### src/hw/rtl/gtw_pkg.sv
`timescale 1ns / 1ps

package gtw_pkg;

    localparam int MAX_RADIUS = 8;
    localparam int GRID_DIM   = 1024;

    localparam int POS_W   = 32;
    localparam int CS_W    = 20;
    localparam int COORD_W = 10;
    localparam int RAD_W   = 4;
    localparam int IDX_W   = 20;
    localparam int CFG_IDX_W = 3;
    localparam int DIV_CNT_W = $clog2(POS_W);

    localparam logic [COORD_W-1:0] GRID_LIM     = COORD_W'(GRID_DIM - 1);
    localparam logic [RAD_W-1:0]   RAD_LIM      = RAD_W'(MAX_RADIUS);
    localparam logic [CS_W-1:0]    CELL_RESET   = CS_W'(10240);
    localparam logic [RAD_W-1:0]   RADIUS_RESET = RAD_W'(8);

    localparam logic AXIS_ROW = 1'b0;
    localparam logic AXIS_COL = 1'b1;

    typedef enum logic [1:0] {
        ST_SPANS     = 2'd0,
        ST_UNCHANGED = 2'd1,
        ST_OUT_GRID  = 2'd2
    } t_status;

    typedef enum logic [CFG_IDX_W-1:0] {
        CFG_ORIGIN_X  = 3'd0,
        CFG_ORIGIN_Y  = 3'd1,
        CFG_CELL_SIZE = 3'd2,
        CFG_MAX_COL   = 3'd3,
        CFG_MAX_ROW   = 3'd4,
        CFG_RADIUS    = 3'd5
    } t_cfg_idx;

    typedef enum logic [1:0] {
        EMIT_NOTE = 2'd0,
        EMIT_ROW  = 2'd1,
        EMIT_COL  = 2'd2
    } t_emit;

    typedef enum logic [3:0] {
        S_IDLE,
        S_DIV,
        S_CLASS,
        S_PLAN,
        S_ROUTE,
        S_NOTE,
        S_ROW_MUL,
        S_ROW_EMIT,
        S_COL_MUL,
        S_COL_EMIT
    } t_state;

    typedef struct packed {
        logic  in_ready;
        logic  load;
        logic  class_en;
        logic  plan_en;
        logic  mul_en;
        logic  mul_col;
        logic  emit;
        t_emit emit_kind;
        logic  emit_last;
        logic  row_inc;
    } t_cmd;

    typedef struct packed {
        logic div_busy;
        logic out_grid;
        logic unchanged;
        logic full;
        logic row_strip;
        logic col_strip;
        logic row_at_end;
        logic out_free;
    } t_stat;

endpackage

### src/hw/rtl/gtw_div.sv
`timescale 1ns / 1ps

// Restoring unsigned divider, one quotient bit per cycle.
module gtw_div import gtw_pkg::*; (
    input  logic             i_clk,
    input  logic             i_rst_n,
    input  logic             i_start,
    input  logic [POS_W-1:0] i_dividend,
    input  logic [CS_W-1:0]  i_divisor,
    output logic             o_busy,
    output logic [POS_W-1:0] o_quot
);

    logic                 r_busy, n_busy;
    logic [DIV_CNT_W-1:0] r_cnt, n_cnt;
    logic [POS_W-1:0]     r_work, n_work;
    logic [CS_W-1:0]      r_rem, n_rem;
    logic [CS_W-1:0]      r_div, n_div;

    logic [CS_W:0] trial;
    logic [CS_W:0] diff;
    logic          ge;

    assign trial = {r_rem, r_work[POS_W-1]};
    assign diff  = trial - {1'b0, r_div};
    assign ge    = trial >= {1'b0, r_div};

    always_comb begin
        n_busy = r_busy;
        n_cnt  = r_cnt;
        n_work = r_work;
        n_rem  = r_rem;
        n_div  = r_div;
        if (i_start) begin
            n_busy = 1'b1;
            n_cnt  = '0;
            n_work = i_dividend;
            n_rem  = '0;
            n_div  = i_divisor;
        end else if (r_busy) begin
            n_work = {r_work[POS_W-2:0], ge};
            n_rem  = ge ? diff[CS_W-1:0] : trial[CS_W-1:0];
            n_cnt  = r_cnt + 1'b1;
            if (r_cnt == DIV_CNT_W'(POS_W - 1)) begin
                n_busy = 1'b0;
            end
        end
    end

    always_ff @(posedge i_clk) begin
        if (!i_rst_n) begin
            r_busy <= 1'b0;
            r_cnt  <= '0;
        end else begin
            r_busy <= n_busy;
            r_cnt  <= n_cnt;
        end
        r_work <= n_work;
        r_rem  <= n_rem;
        r_div  <= n_div;
    end

    assign o_busy = r_busy;
    assign o_quot = r_work;

endmodule

### src/hw/rtl/gtw_datapath.sv
`timescale 1ns / 1ps

module gtw_datapath import gtw_pkg::*; (
    input  logic                 i_clk,
    input  logic                 i_rst_n,
    input  t_cmd                 i_cmd,
    output t_stat                o_stat,
    input  logic                 i_cfg_we,
    input  logic [CFG_IDX_W-1:0] i_cfg_index,
    input  logic [POS_W-1:0]     i_cfg_data,
    input  logic signed [POS_W-1:0] i_pos_x,
    input  logic signed [POS_W-1:0] i_pos_y,
    input  logic                 i_mode,
    input  logic                 i_out_ready,
    output logic                 o_out_valid,
    output logic [1:0]           o_status,
    output logic                 o_span_valid,
    output logic                 o_span_axis,
    output logic [COORD_W-1:0]   o_span_fixed,
    output logic [COORD_W-1:0]   o_span_lo,
    output logic [COORD_W-1:0]   o_span_hi,
    output logic [IDX_W-1:0]     o_span_start_index,
    output logic                 o_relocal,
    output logic                 o_last
);

    // configuration
    logic [POS_W-1:0]   r_origin_x, r_origin_y;
    logic [CS_W-1:0]    r_cell_size;
    logic [COORD_W-1:0] r_max_col, r_max_row;
    logic [RAD_W-1:0]   r_radius;

    // tracking state
    logic [COORD_W-1:0] r_last_col, r_last_row;
    logic               r_no_ref, r_relocal;

    // per-item working registers
    logic               r_neg_x, r_neg_y, r_mode;
    logic [COORD_W-1:0] r_col, r_row;
    logic               r_out_grid, r_unchanged, r_full;
    logic [COORD_W-1:0] r_clo, r_chi, r_rlo, r_rhi;
    logic               r_row_strip, r_col_strip;
    logic [COORD_W-1:0] r_strip_col, r_cur_row;
    logic [IDX_W-1:0]   r_prod;

    // result word
    logic               r_out_valid;
    t_status            r_status;
    logic               r_span_valid, r_span_axis;
    logic [COORD_W-1:0] r_span_fixed, r_span_lo, r_span_hi;
    logic [IDX_W-1:0]   r_span_idx;
    logic               r_out_relocal, r_out_last;

    logic [COORD_W-1:0] mc, mr;
    logic [RAD_W-1:0]   rr;
    logic [CS_W-1:0]    cs;

    assign mc = (r_max_col > GRID_LIM) ? GRID_LIM : r_max_col;
    assign mr = (r_max_row > GRID_LIM) ? GRID_LIM : r_max_row;
    assign rr = (r_radius > RAD_LIM) ? RAD_LIM : r_radius;
    assign cs = (r_cell_size == '0) ? CS_W'(1) : r_cell_size;

    // offset from origin, then magnitude for the unsigned divider
    logic [POS_W:0]   dx, dy, dx_neg, dy_neg;
    logic [POS_W-1:0] mag_x, mag_y;

    assign dx     = {i_pos_x[POS_W-1], i_pos_x} - {r_origin_x[POS_W-1], r_origin_x};
    assign dy     = {i_pos_y[POS_W-1], i_pos_y} - {r_origin_y[POS_W-1], r_origin_y};
    assign dx_neg = ~dx + 1'b1;
    assign dy_neg = ~dy + 1'b1;
    assign mag_x  = dx[POS_W] ? dx_neg[POS_W-1:0] : dx[POS_W-1:0];
    assign mag_y  = dy[POS_W] ? dy_neg[POS_W-1:0] : dy[POS_W-1:0];

    logic             busy_x, busy_y;
    logic [POS_W-1:0] q_x, q_y;

    gtw_div u_div_x (
        .i_clk      (i_clk),
        .i_rst_n    (i_rst_n),
        .i_start    (i_cmd.load),
        .i_dividend (mag_x),
        .i_divisor  (cs),
        .o_busy     (busy_x),
        .o_quot     (q_x)
    );

    gtw_div u_div_y (
        .i_clk      (i_clk),
        .i_rst_n    (i_rst_n),
        .i_start    (i_cmd.load),
        .i_dividend (mag_y),
        .i_divisor  (cs),
        .o_busy     (busy_y),
        .o_quot     (q_y)
    );

    // classify: a negative offset is in the grid only when it truncates to zero
    logic               x_ok, y_ok;
    logic [COORD_W-1:0] col_c, row_c;

    assign x_ok  = (!r_neg_x || q_x == '0) && (q_x <= POS_W'(mc));
    assign y_ok  = (!r_neg_y || q_y == '0) && (q_y <= POS_W'(mr));
    assign col_c = q_x[COORD_W-1:0];
    assign row_c = q_y[COORD_W-1:0];

    // window bounds and strips
    logic [COORD_W:0]   col_w, row_w, rr_w;
    logic [COORD_W:0]   col_sub, col_add, row_sub, row_add;
    logic               col_ge, row_ge;
    logic [COORD_W-1:0] clo, chi, rlo, rhi;
    logic               row_up, col_up, row_ok, col_ok;
    logic [COORD_W-1:0] strip_row, strip_col;

    assign col_w   = {1'b0, r_col};
    assign row_w   = {1'b0, r_row};
    assign rr_w    = (COORD_W+1)'(rr);
    assign col_sub = col_w - rr_w;
    assign col_add = col_w + rr_w;
    assign row_sub = row_w - rr_w;
    assign row_add = row_w + rr_w;
    assign col_ge  = col_w >= rr_w;
    assign row_ge  = row_w >= rr_w;

    assign clo = col_ge ? col_sub[COORD_W-1:0] : '0;
    assign chi = (col_add > {1'b0, mc}) ? mc : col_add[COORD_W-1:0];
    assign rlo = row_ge ? row_sub[COORD_W-1:0] : '0;
    assign rhi = (row_add > {1'b0, mr}) ? mr : row_add[COORD_W-1:0];

    assign row_up    = r_row > r_last_row;
    assign col_up    = r_col > r_last_col;
    assign row_ok    = row_up ? (row_add <= {1'b0, mr}) : row_ge;
    assign col_ok    = col_up ? (col_add <= {1'b0, mc}) : col_ge;
    assign strip_row = row_up ? row_add[COORD_W-1:0] : row_sub[COORD_W-1:0];
    assign strip_col = col_up ? col_add[COORD_W-1:0] : col_sub[COORD_W-1:0];

    // row times stride, stride = columns
    logic [COORD_W:0]     stride;
    logic [COORD_W-1:0]   mul_a;
    logic [2*COORD_W:0]   prod_w;

    assign stride = {1'b0, mc} + 1'b1;
    assign mul_a  = i_cmd.mul_col ? r_rlo : r_cur_row;
    assign prod_w = (2*COORD_W+1)'(mul_a) * (2*COORD_W+1)'(stride);

    always_ff @(posedge i_clk) begin
        if (!i_rst_n) begin
            r_origin_x  <= '0;
            r_origin_y  <= '0;
            r_cell_size <= CELL_RESET;
            r_max_col   <= '0;
            r_max_row   <= '0;
            r_radius    <= RADIUS_RESET;
            r_last_col  <= '0;
            r_last_row  <= '0;
            r_no_ref    <= 1'b1;
            r_relocal   <= 1'b0;
            r_out_valid <= 1'b0;
        end else begin
            if (i_cfg_we) begin
                case (t_cfg_idx'(i_cfg_index))
                    CFG_ORIGIN_X:  r_origin_x  <= i_cfg_data;
                    CFG_ORIGIN_Y:  r_origin_y  <= i_cfg_data;
                    CFG_CELL_SIZE: r_cell_size <= i_cfg_data[CS_W-1:0];
                    CFG_MAX_COL:   r_max_col   <= i_cfg_data[COORD_W-1:0];
                    CFG_MAX_ROW:   r_max_row   <= i_cfg_data[COORD_W-1:0];
                    CFG_RADIUS:    r_radius    <= i_cfg_data[RAD_W-1:0];
                    default: ;
                endcase
            end
            if (i_cmd.plan_en) begin
                if (r_out_grid) begin
                    r_relocal <= 1'b1;
                end else begin
                    if (r_mode) begin
                        r_relocal <= 1'b0;
                    end
                    r_last_col <= r_col;
                    r_last_row <= r_row;
                    r_no_ref   <= 1'b0;
                end
            end
            if (i_cmd.emit) begin
                r_out_valid <= 1'b1;
            end else if (i_out_ready) begin
                r_out_valid <= 1'b0;
            end
        end

        if (i_cmd.load) begin
            r_neg_x <= dx[POS_W];
            r_neg_y <= dy[POS_W];
            r_mode  <= i_mode;
        end
        if (i_cmd.class_en) begin
            r_col       <= col_c;
            r_row       <= row_c;
            r_out_grid  <= !(x_ok && y_ok);
            r_unchanged <= !r_no_ref && col_c == r_last_col && row_c == r_last_row;
            r_full      <= !r_mode || r_no_ref;
        end
        if (i_cmd.plan_en) begin
            r_clo       <= clo;
            r_chi       <= chi;
            r_rlo       <= rlo;
            r_rhi       <= rhi;
            r_row_strip <= (r_row != r_last_row) && row_ok;
            r_col_strip <= (r_col != r_last_col) && col_ok;
            r_strip_col <= strip_col;
            r_cur_row   <= r_full ? rlo : strip_row;
        end else if (i_cmd.row_inc) begin
            r_cur_row   <= r_cur_row + 1'b1;
        end
        if (i_cmd.mul_en) begin
            r_prod <= prod_w[IDX_W-1:0];
        end
        if (i_cmd.emit) begin
            r_out_relocal <= r_relocal;
            r_out_last    <= i_cmd.emit_last;
            case (i_cmd.emit_kind)
                EMIT_ROW: begin
                    r_status     <= ST_SPANS;
                    r_span_valid <= 1'b1;
                    r_span_axis  <= AXIS_ROW;
                    r_span_fixed <= r_cur_row;
                    r_span_lo    <= r_clo;
                    r_span_hi    <= r_chi;
                    r_span_idx   <= IDX_W'(r_clo) + r_prod;
                end
                EMIT_COL: begin
                    r_status     <= ST_SPANS;
                    r_span_valid <= 1'b1;
                    r_span_axis  <= AXIS_COL;
                    r_span_fixed <= r_strip_col;
                    r_span_lo    <= r_rlo;
                    r_span_hi    <= r_rhi;
                    r_span_idx   <= IDX_W'(r_strip_col) + r_prod;
                end
                default: begin
                    r_status     <= r_out_grid ? ST_OUT_GRID :
                                    r_unchanged ? ST_UNCHANGED : ST_SPANS;
                    r_span_valid <= 1'b0;
                    r_span_axis  <= AXIS_ROW;
                    r_span_fixed <= '0;
                    r_span_lo    <= '0;
                    r_span_hi    <= '0;
                    r_span_idx   <= '0;
                end
            endcase
        end
    end

    always_comb begin
        o_stat.div_busy   = busy_x || busy_y;
        o_stat.out_grid   = r_out_grid;
        o_stat.unchanged  = r_unchanged;
        o_stat.full       = r_full;
        o_stat.row_strip  = r_row_strip;
        o_stat.col_strip  = r_col_strip;
        o_stat.row_at_end = r_cur_row == r_rhi;
        o_stat.out_free   = !r_out_valid || i_out_ready;
    end

    assign o_out_valid        = r_out_valid;
    assign o_status           = r_status;
    assign o_span_valid       = r_span_valid;
    assign o_span_axis        = r_span_axis;
    assign o_span_fixed       = r_span_fixed;
    assign o_span_lo          = r_span_lo;
    assign o_span_hi          = r_span_hi;
    assign o_span_start_index = r_span_idx;
    assign o_relocal          = r_out_relocal;
    assign o_last             = r_out_last;

endmodule

### src/hw/rtl/gtw_ctrl.sv
`timescale 1ns / 1ps

module gtw_ctrl import gtw_pkg::*; (
    input  logic  i_clk,
    input  logic  i_rst_n,
    input  logic  i_in_valid,
    input  t_stat i_stat,
    output t_cmd  o_cmd
);

    t_state r_state, n_state;

    always_ff @(posedge i_clk) begin
        if (!i_rst_n) begin
            r_state <= S_IDLE;
        end else begin
            r_state <= n_state;
        end
    end

    always_comb begin
        n_state = r_state;
        case (r_state)
            S_IDLE: begin
                if (i_in_valid) n_state = S_DIV;
            end
            S_DIV: begin
                if (!i_stat.div_busy) n_state = S_CLASS;
            end
            S_CLASS: n_state = S_PLAN;
            S_PLAN:  n_state = S_ROUTE;
            S_ROUTE: begin
                if (i_stat.out_grid || i_stat.unchanged) n_state = S_NOTE;
                else if (i_stat.full || i_stat.row_strip) n_state = S_ROW_MUL;
                else if (i_stat.col_strip)                n_state = S_COL_MUL;
                else                                      n_state = S_NOTE;
            end
            S_NOTE: begin
                if (i_stat.out_free) n_state = S_IDLE;
            end
            S_ROW_MUL: n_state = S_ROW_EMIT;
            S_ROW_EMIT: begin
                if (i_stat.out_free) begin
                    if (i_stat.full) begin
                        n_state = i_stat.row_at_end ? S_IDLE : S_ROW_MUL;
                    end else begin
                        n_state = i_stat.col_strip ? S_COL_MUL : S_IDLE;
                    end
                end
            end
            S_COL_MUL: n_state = S_COL_EMIT;
            S_COL_EMIT: begin
                if (i_stat.out_free) n_state = S_IDLE;
            end
            default: n_state = S_IDLE;
        endcase
    end

    always_comb begin
        o_cmd           = '0;
        o_cmd.emit_kind = EMIT_NOTE;
        case (r_state)
            S_IDLE: begin
                o_cmd.in_ready = 1'b1;
                o_cmd.load     = i_in_valid;
            end
            S_CLASS: o_cmd.class_en = 1'b1;
            S_PLAN:  o_cmd.plan_en  = 1'b1;
            S_NOTE: begin
                o_cmd.emit      = i_stat.out_free;
                o_cmd.emit_last = 1'b1;
            end
            S_ROW_MUL: o_cmd.mul_en = 1'b1;
            S_ROW_EMIT: begin
                o_cmd.emit      = i_stat.out_free;
                o_cmd.emit_kind = EMIT_ROW;
                o_cmd.emit_last = i_stat.full ? i_stat.row_at_end : !i_stat.col_strip;
                o_cmd.row_inc   = i_stat.out_free && i_stat.full && !i_stat.row_at_end;
            end
            S_COL_MUL: begin
                o_cmd.mul_en  = 1'b1;
                o_cmd.mul_col = 1'b1;
            end
            S_COL_EMIT: begin
                o_cmd.emit      = i_stat.out_free;
                o_cmd.emit_kind = EMIT_COL;
                o_cmd.emit_last = 1'b1;
            end
            default: ;
        endcase
    end

endmodule

### src/hw/rtl/grid_tile_window_tracker.sv
`timescale 1ns / 1ps

// Grid tile window tracker. Each input word (pos_x, pos_y, mode) is turned into
// a grid cell, (pos - origin) / cell_size truncated toward zero, and then into
// one or more result words: a single status word for out of grid (status 2,
// relocal set) or unchanged cell (status 1), the clipped window as row spans
// in full mode, or only the newly entered row strip then column strip in
// incremental mode (incremental acts as full until a first cell is known).
// A bare status 0 word stands in when both incremental strips are clipped
// away. Each span carries its linear tile index col + row * (max_col + 1);
// the word with last set ends the item. One item is in work at a time. The
// two axes are divided in parallel by bit-serial dividers; after the divide
// the item is classified and its window planned, and each span then passes
// through a state that forms the row times stride product and a state that
// loads the output register, which waits while the result side stalls. A
// full window has up to 17 rows. The output register lets the next item be
// accepted while the last result word of the previous one still waits.
// Configuration writes are always ready and should only be issued while no item is in work.
module grid_tile_window_tracker import gtw_pkg::*; (
    input  logic                    i_clk,
    input  logic                    i_rst_n,
    // configuration write channel
    input  logic                    i_cfg_valid,
    output logic                    o_cfg_ready,
    input  logic [CFG_IDX_W-1:0]    i_cfg_index,
    input  logic [POS_W-1:0]        i_cfg_data,
    // input words
    input  logic                    i_in_valid,
    output logic                    o_in_ready,
    input  logic signed [POS_W-1:0] i_pos_x,
    input  logic signed [POS_W-1:0] i_pos_y,
    input  logic                    i_mode,
    // result words
    output logic                    o_out_valid,
    input  logic                    i_out_ready,
    output logic [1:0]              o_status,
    output logic                    o_span_valid,
    output logic                    o_span_axis,
    output logic [COORD_W-1:0]      o_span_fixed,
    output logic [COORD_W-1:0]      o_span_lo,
    output logic [COORD_W-1:0]      o_span_hi,
    output logic [IDX_W-1:0]        o_span_start_index,
    output logic                    o_relocal,
    output logic                    o_last
);

    t_cmd  cmd;
    t_stat stat;

    // registers are plain flops, a write never has to wait
    assign o_cfg_ready = 1'b1;
    assign o_in_ready  = cmd.in_ready;

    gtw_ctrl u_ctrl (
        .i_clk      (i_clk),
        .i_rst_n    (i_rst_n),
        .i_in_valid (i_in_valid),
        .i_stat     (stat),
        .o_cmd      (cmd)
    );

    gtw_datapath u_dp (
        .i_clk              (i_clk),
        .i_rst_n            (i_rst_n),
        .i_cmd              (cmd),
        .o_stat             (stat),
        .i_cfg_we           (i_cfg_valid),
        .i_cfg_index        (i_cfg_index),
        .i_cfg_data         (i_cfg_data),
        .i_pos_x            (i_pos_x),
        .i_pos_y            (i_pos_y),
        .i_mode             (i_mode),
        .i_out_ready        (i_out_ready),
        .o_out_valid        (o_out_valid),
        .o_status           (o_status),
        .o_span_valid       (o_span_valid),
        .o_span_axis        (o_span_axis),
        .o_span_fixed       (o_span_fixed),
        .o_span_lo          (o_span_lo),
        .o_span_hi          (o_span_hi),
        .o_span_start_index (o_span_start_index),
        .o_relocal          (o_relocal),
        .o_last             (o_last)
    );

    // once an item is taken, the next one waits for the divide to run
    a_one_item: assert property (@(posedge i_clk) disable iff (!i_rst_n)
        (i_in_valid && o_in_ready) |=> !o_in_ready)
        else $error("input taken twice in a row");

    // out of grid is a lone word with the relocalise flag raised
    a_out_grid: assert property (@(posedge i_clk) disable iff (!i_rst_n)
        (o_out_valid && o_status == ST_OUT_GRID) |-> (o_last && o_relocal && !o_span_valid))
        else $error("out of grid word malformed");

    // status-only words always close their item
    a_note_last: assert property (@(posedge i_clk) disable iff (!i_rst_n)
        (o_out_valid && !o_span_valid) |-> o_last)
        else $error("word without span not marked last");

    // clipped spans are never empty
    a_span_order: assert property (@(posedge i_clk) disable iff (!i_rst_n)
        (o_out_valid && o_span_valid) |-> (o_span_lo <= o_span_hi && o_status == ST_SPANS))
        else $error("span bounds out of order");

endmodule

### config.mk
export PLATFORM = sky130hd
export DESIGN_NAME = grid_tile_window_tracker
export DESIGN_NICKNAME = d
export VERILOG_FILES = /design/src/hw/rtl/gtw_pkg.sv /design/src/hw/rtl/gtw_div.sv /design/src/hw/rtl/gtw_datapath.sv /design/src/hw/rtl/gtw_ctrl.sv /design/src/hw/rtl/grid_tile_window_tracker.sv
export SDC_FILE = /design/constraint.sdc
export NUM_CORES = 1
export LEC_CHECK = 0
export BUFFER_PORTS_ARGS = -buffer_cell sky130_fd_sc_hd__buf_2
export CAP_MARGIN = 15
export CORE_MARGIN = 5
export CORE_UTILIZATION = 46
export CTS_CLUSTER_DIAMETER = 120
export CTS_CLUSTER_SIZE = 30
export DETAILED_ROUTE_END_ITERATION = 8
export GPL_TIMING_DRIVEN = 1
export PLACE_DENSITY_LB_ADDON = 0.12
export SKIP_LAST_GASP = 1
export SLEW_MARGIN = 20
export SYNTH_ARGS = -nofsm -noshare
export SYNTH_HDL_FRONTEND = slang
export SYNTH_SLANG_ARGS = --single-unit
### constraint.sdc
create_clock -name i_clk -period 7 [get_ports i_clk]
set_input_delay 0.35 -clock i_clk [delete_from_list [all_inputs] [get_ports i_clk]]
set_output_delay 0.35 -clock i_clk [all_outputs]
set_load 0.05 [all_outputs]
==> out/metrics.cfg <==
[placed_design]
io_buffers=162
place.gp.congestion=0.8929
dpl.hpwl_um=67760

[power]
p_leak_nw=13.20
p_per_area_nw_per_um2=265.6
ir_drop_uv=198.8
power_mw=8.927

[detailed_routing]
ant_nets=0
wl_um=86040
drtIter0Drc=1628
vias=24840
dr.pass1.iters=5
drc=0
viasPerCell=5.530
avgRoutedWirePerCell_um=19.16

[min_path]
worstHoldPathType=input pin to flip-flop
hold_path_depth=3

[logic_synthesis]
synth_area_sq_um=31340
synth_area_per_cell_sq_um=8.851
async_flop_share_pct=0
synth_seq_area_share_pct=35.70
synth_edf_count=248
synthFlopType=edfxtp_1
synth_nets=3976
synthCells=3541
yosys_warnings=0
synthDistinctLibCells=89
ys_seq_elements=435

[worst_setup_path]
critical_path_class=flip-flop to flip-flop
startpoint_type=flip-flop
cp.arrival_ns=6.75
crit_required_ns=7.31
crit_fanout=5
rr_worst_depth=25
setup.worst_path.end_class=flip-flop

[clock_tree]
clock_latency_ns=0.57
cts_max_path_buffers=3
numCtsBuffers=19
tritoncts=yes
clock_sinks=435
cts-root-buf=clkbuf_16
clk_pin_slew_ns=0.13
htree_num_levels=1
postCtsSetupBuffers=0

[floorplan]
die_height_um=271.0
die_w_um=271.0
design.core.area_sq_um=67400
ios=164
start_util_pct=46.51
fp-row-count=95
die_area_sq_um=73460

[finish]
multi_input_area_sq_um=18560
regArea_sq_um=11190
area_delta_synth_final_pct=7.246
layout.nets=4041
n_antenna_cell=0
drive_above_1_share_pct=7.933
n_fill_cell=6557

[timing]
tightest_slew_ns=1.026
finClkSkew_ns=0.03532
timing.final.crit_share_pct=92.03
finalHoldViolCount=0
rsz0062_at_grt=false
max_freq_mhz=155.2
setup_viol=0
slew_viol_final=0
relSlewSlack_pct=31.51
fin_setup_tns_ns=0
period_minus_slack_ns=6.442

[global_routing]
antenna_found_initial=1
first_global_vias=23590
grt_pass1_wl_um=134300
grt.total_usage_pct=22.63
grt_overflow=0
grt_max_degree=80

[job]
maxCapViolCount=0

[outcome]
status=finished, final reports clean

[critical path, stage by stage (launching register included)]
cell and delay, ns:
dfxtp_1 0.43, nand3_1 0.15, nor2_1 0.30, nand3_1 0.19
xnor2_1 0.42, nand2_1 0.13, fa_1 0.49, inv_1 0.05
fa_1 0.49, inv_1 0.05, fa_1 0.47, inv_1 0.06
fa_1 0.53, inv_1 0.06, fa_1 0.52, inv_1 0.04
ha_1 0.32, inv_1 0.06, o21bai_1 0.07, a21oi_1 0.24
nor2b_1 0.08, o21a_1 0.20, o41ai_2 0.38, o2111ai_1 0.17
a21oi_1 0.20, xnor2_1 0.08
[final timing paths]
kind	startpoint	slack, ns	endpoint
max	u_dp.r_max_col[3]	0.56	u_dp.r_prod[18]
min	i_cfg_data[30]	0.02	u_dp.r_origin_y[30]
max reg2reg	u_dp.r_max_col[3]	0.56	u_dp.r_prod[18]
min reg2reg	u_dp.r_origin_y[7]	0.47	u_dp.r_origin_y[7]
[routing by layer]
metal	GRT usage (%)	vias up	share of wire, %
met4	6.456	2	3.2
li1	-	12410	-
met5	0	-	0.015
met2	39.07	565	48
met3	2.171	103	3.9
met1	30.38	11760	45
[kinds of logic after synthesis]
| logic type | after synthesis | share of synthesized area, % |
|---|---|---|
| compound gates | 818 | 16.94 |
| other cells | 1 | 0.01196 |
| simple gates | 1179 | 17.22 |
| flops | 435 | 35.70 |
| mux | 76 | 2.487 |
| xor+xnor | 258 | 7.210 |
| buf+inv | 442 | 5.321 |
| fa+ha+maj | 332 | 15.11 |
[registers in the layout, indices dropped and copies added, names as in the netlist, 20 cells and up]
name                     count
u_dp.u_div_x.r_div          20
u_dp.u_div_x.r_rem          20
u_dp.r_origin_x             32
u_dp.u_div_y.o_quot         32
u_dp.r_prod                 20
u_dp.u_div_y.r_rem          20
u_dp.r_origin_y             32
u_dp.o_span_start_index     20
u_dp.u_div_x.o_quot         32
u_dp.r_cell_size            20
[where the power goes]
group          total (mW)  internal [mW]  switching (mW)  leakage [nW]
Clock                1.40          0.536           0.862         0.270
Combinational        3.72           1.45            2.27          9.05
Sequential           3.81           3.36           0.451          3.89
Total                8.93           5.35            3.58          13.2
[through the flow]
| stage | instances | cell area (sq um) | worst slack, ns | util (%) | hold slack, ns |
|---|---|---|---|---|---|
| floorplan | 3541 | 31340 | 0.4025 | - | 0.4091 |
| global placement | 4456 | 33000 | 0.5176 | 48.96 | 0.4293 |
| detailed placement | 4456 | 33000 | 0.3675 | 48.97 | 0.4300 |
| CTS | 4491 | 33590 | 0.3205 | 49.85 | 0.003624 |
| global route | 4491 | 33610 | 0.1061 | 49.87 | 0.01243 |
| finish | 4491 | 33610 | 0.5576 | 49.87 | 0.02125 |
[cell type report]
type	count	area share [%]
tap	873	3.250
clock buffer	30	1.537
multi-input combinational	2664	55.22
clock inverter	3	0.1638
timing repair buffer	205	3.395
inverter	281	3.138
sequential	435	33.29
[layout by cell type (no fill, tap or decap), drive strengths merged, types with 9 or more instances in the layout]
| cell | n |
|---|---|
| nand2 | 511 |
| inv | 282 |
| nor2 | 268 |
| ha | 252 |
| edfxtp | 248 |
| o21ai | 226 |
| buf | 203 |
| dfxtp | 187 |
| a21oi | 166 |
| xnor2 | 162 |
| a21boi | 137 |
| xor2 | 96 |
| fa | 78 |
| mux2i | 61 |
| nand3 | 61 |
| a21o | 60 |
| nor2b | 57 |
| nor3 | 51 |
| nand2b | 45 |
| o21a | 43 |
| nor4 | 40 |
| nand4 | 34 |
| clkbuf | 30 |
| a22oi | 25 |
| and2 | 23 |
| o21bai | 22 |
| and3 | 20 |
| a31oi | 20 |
| o211ai | 16 |
| mux2 | 15 |
| or4 | 15 |
| or2 | 13 |
| or3 | 13 |
| a211oi | 13 |
| o2111ai | 10 |
| o31ai | 10 |
| o41ai | 9 |
[cells in the mapped netlist (14+ instances only)]
master	count	area [sq um]
o21bai_1	22	165.2
a31oi_1	20	125.1
nand3_1	61	305.3
fa_1	78	1562
nor2_1	268	1006
ha_1	252	3153
and3_1	20	125.1
nor2b_1	57	356.6
nand4_1	34	212.7
and2_1	23	143.9
dfxtp_1	187	3744
o21ai_0	220	1101
a22oi_1	25	187.7
mux2i_1	61	610.6
or4_1	14	105.1
o21a_1	43	322.8
nor4_1	38	237.7
nand2b_1	45	281.5
nor3_1	49	245.2
a21oi_1	165	825.8
a21o_1	60	450.4
clkbuf_1	151	566.8
mux2_2	14	157.7
inv_1	280	1051
nand2_1	511	1918
xnor2_1	162	1419
o211ai_1	16	120.1
xor2_1	96	840.8
a21boi_0	136	1021
edfxtp_1	248	7447
[repair_timing]
item | in CTS | in global routing
hold endpoints to repair | 2 | 0
hold buffers | 2 | 0
endpoints found under the setup margin | 0 | 1
resized for setup | 0 | 1
Note: power is estimated with default switching activity, not from simulation.
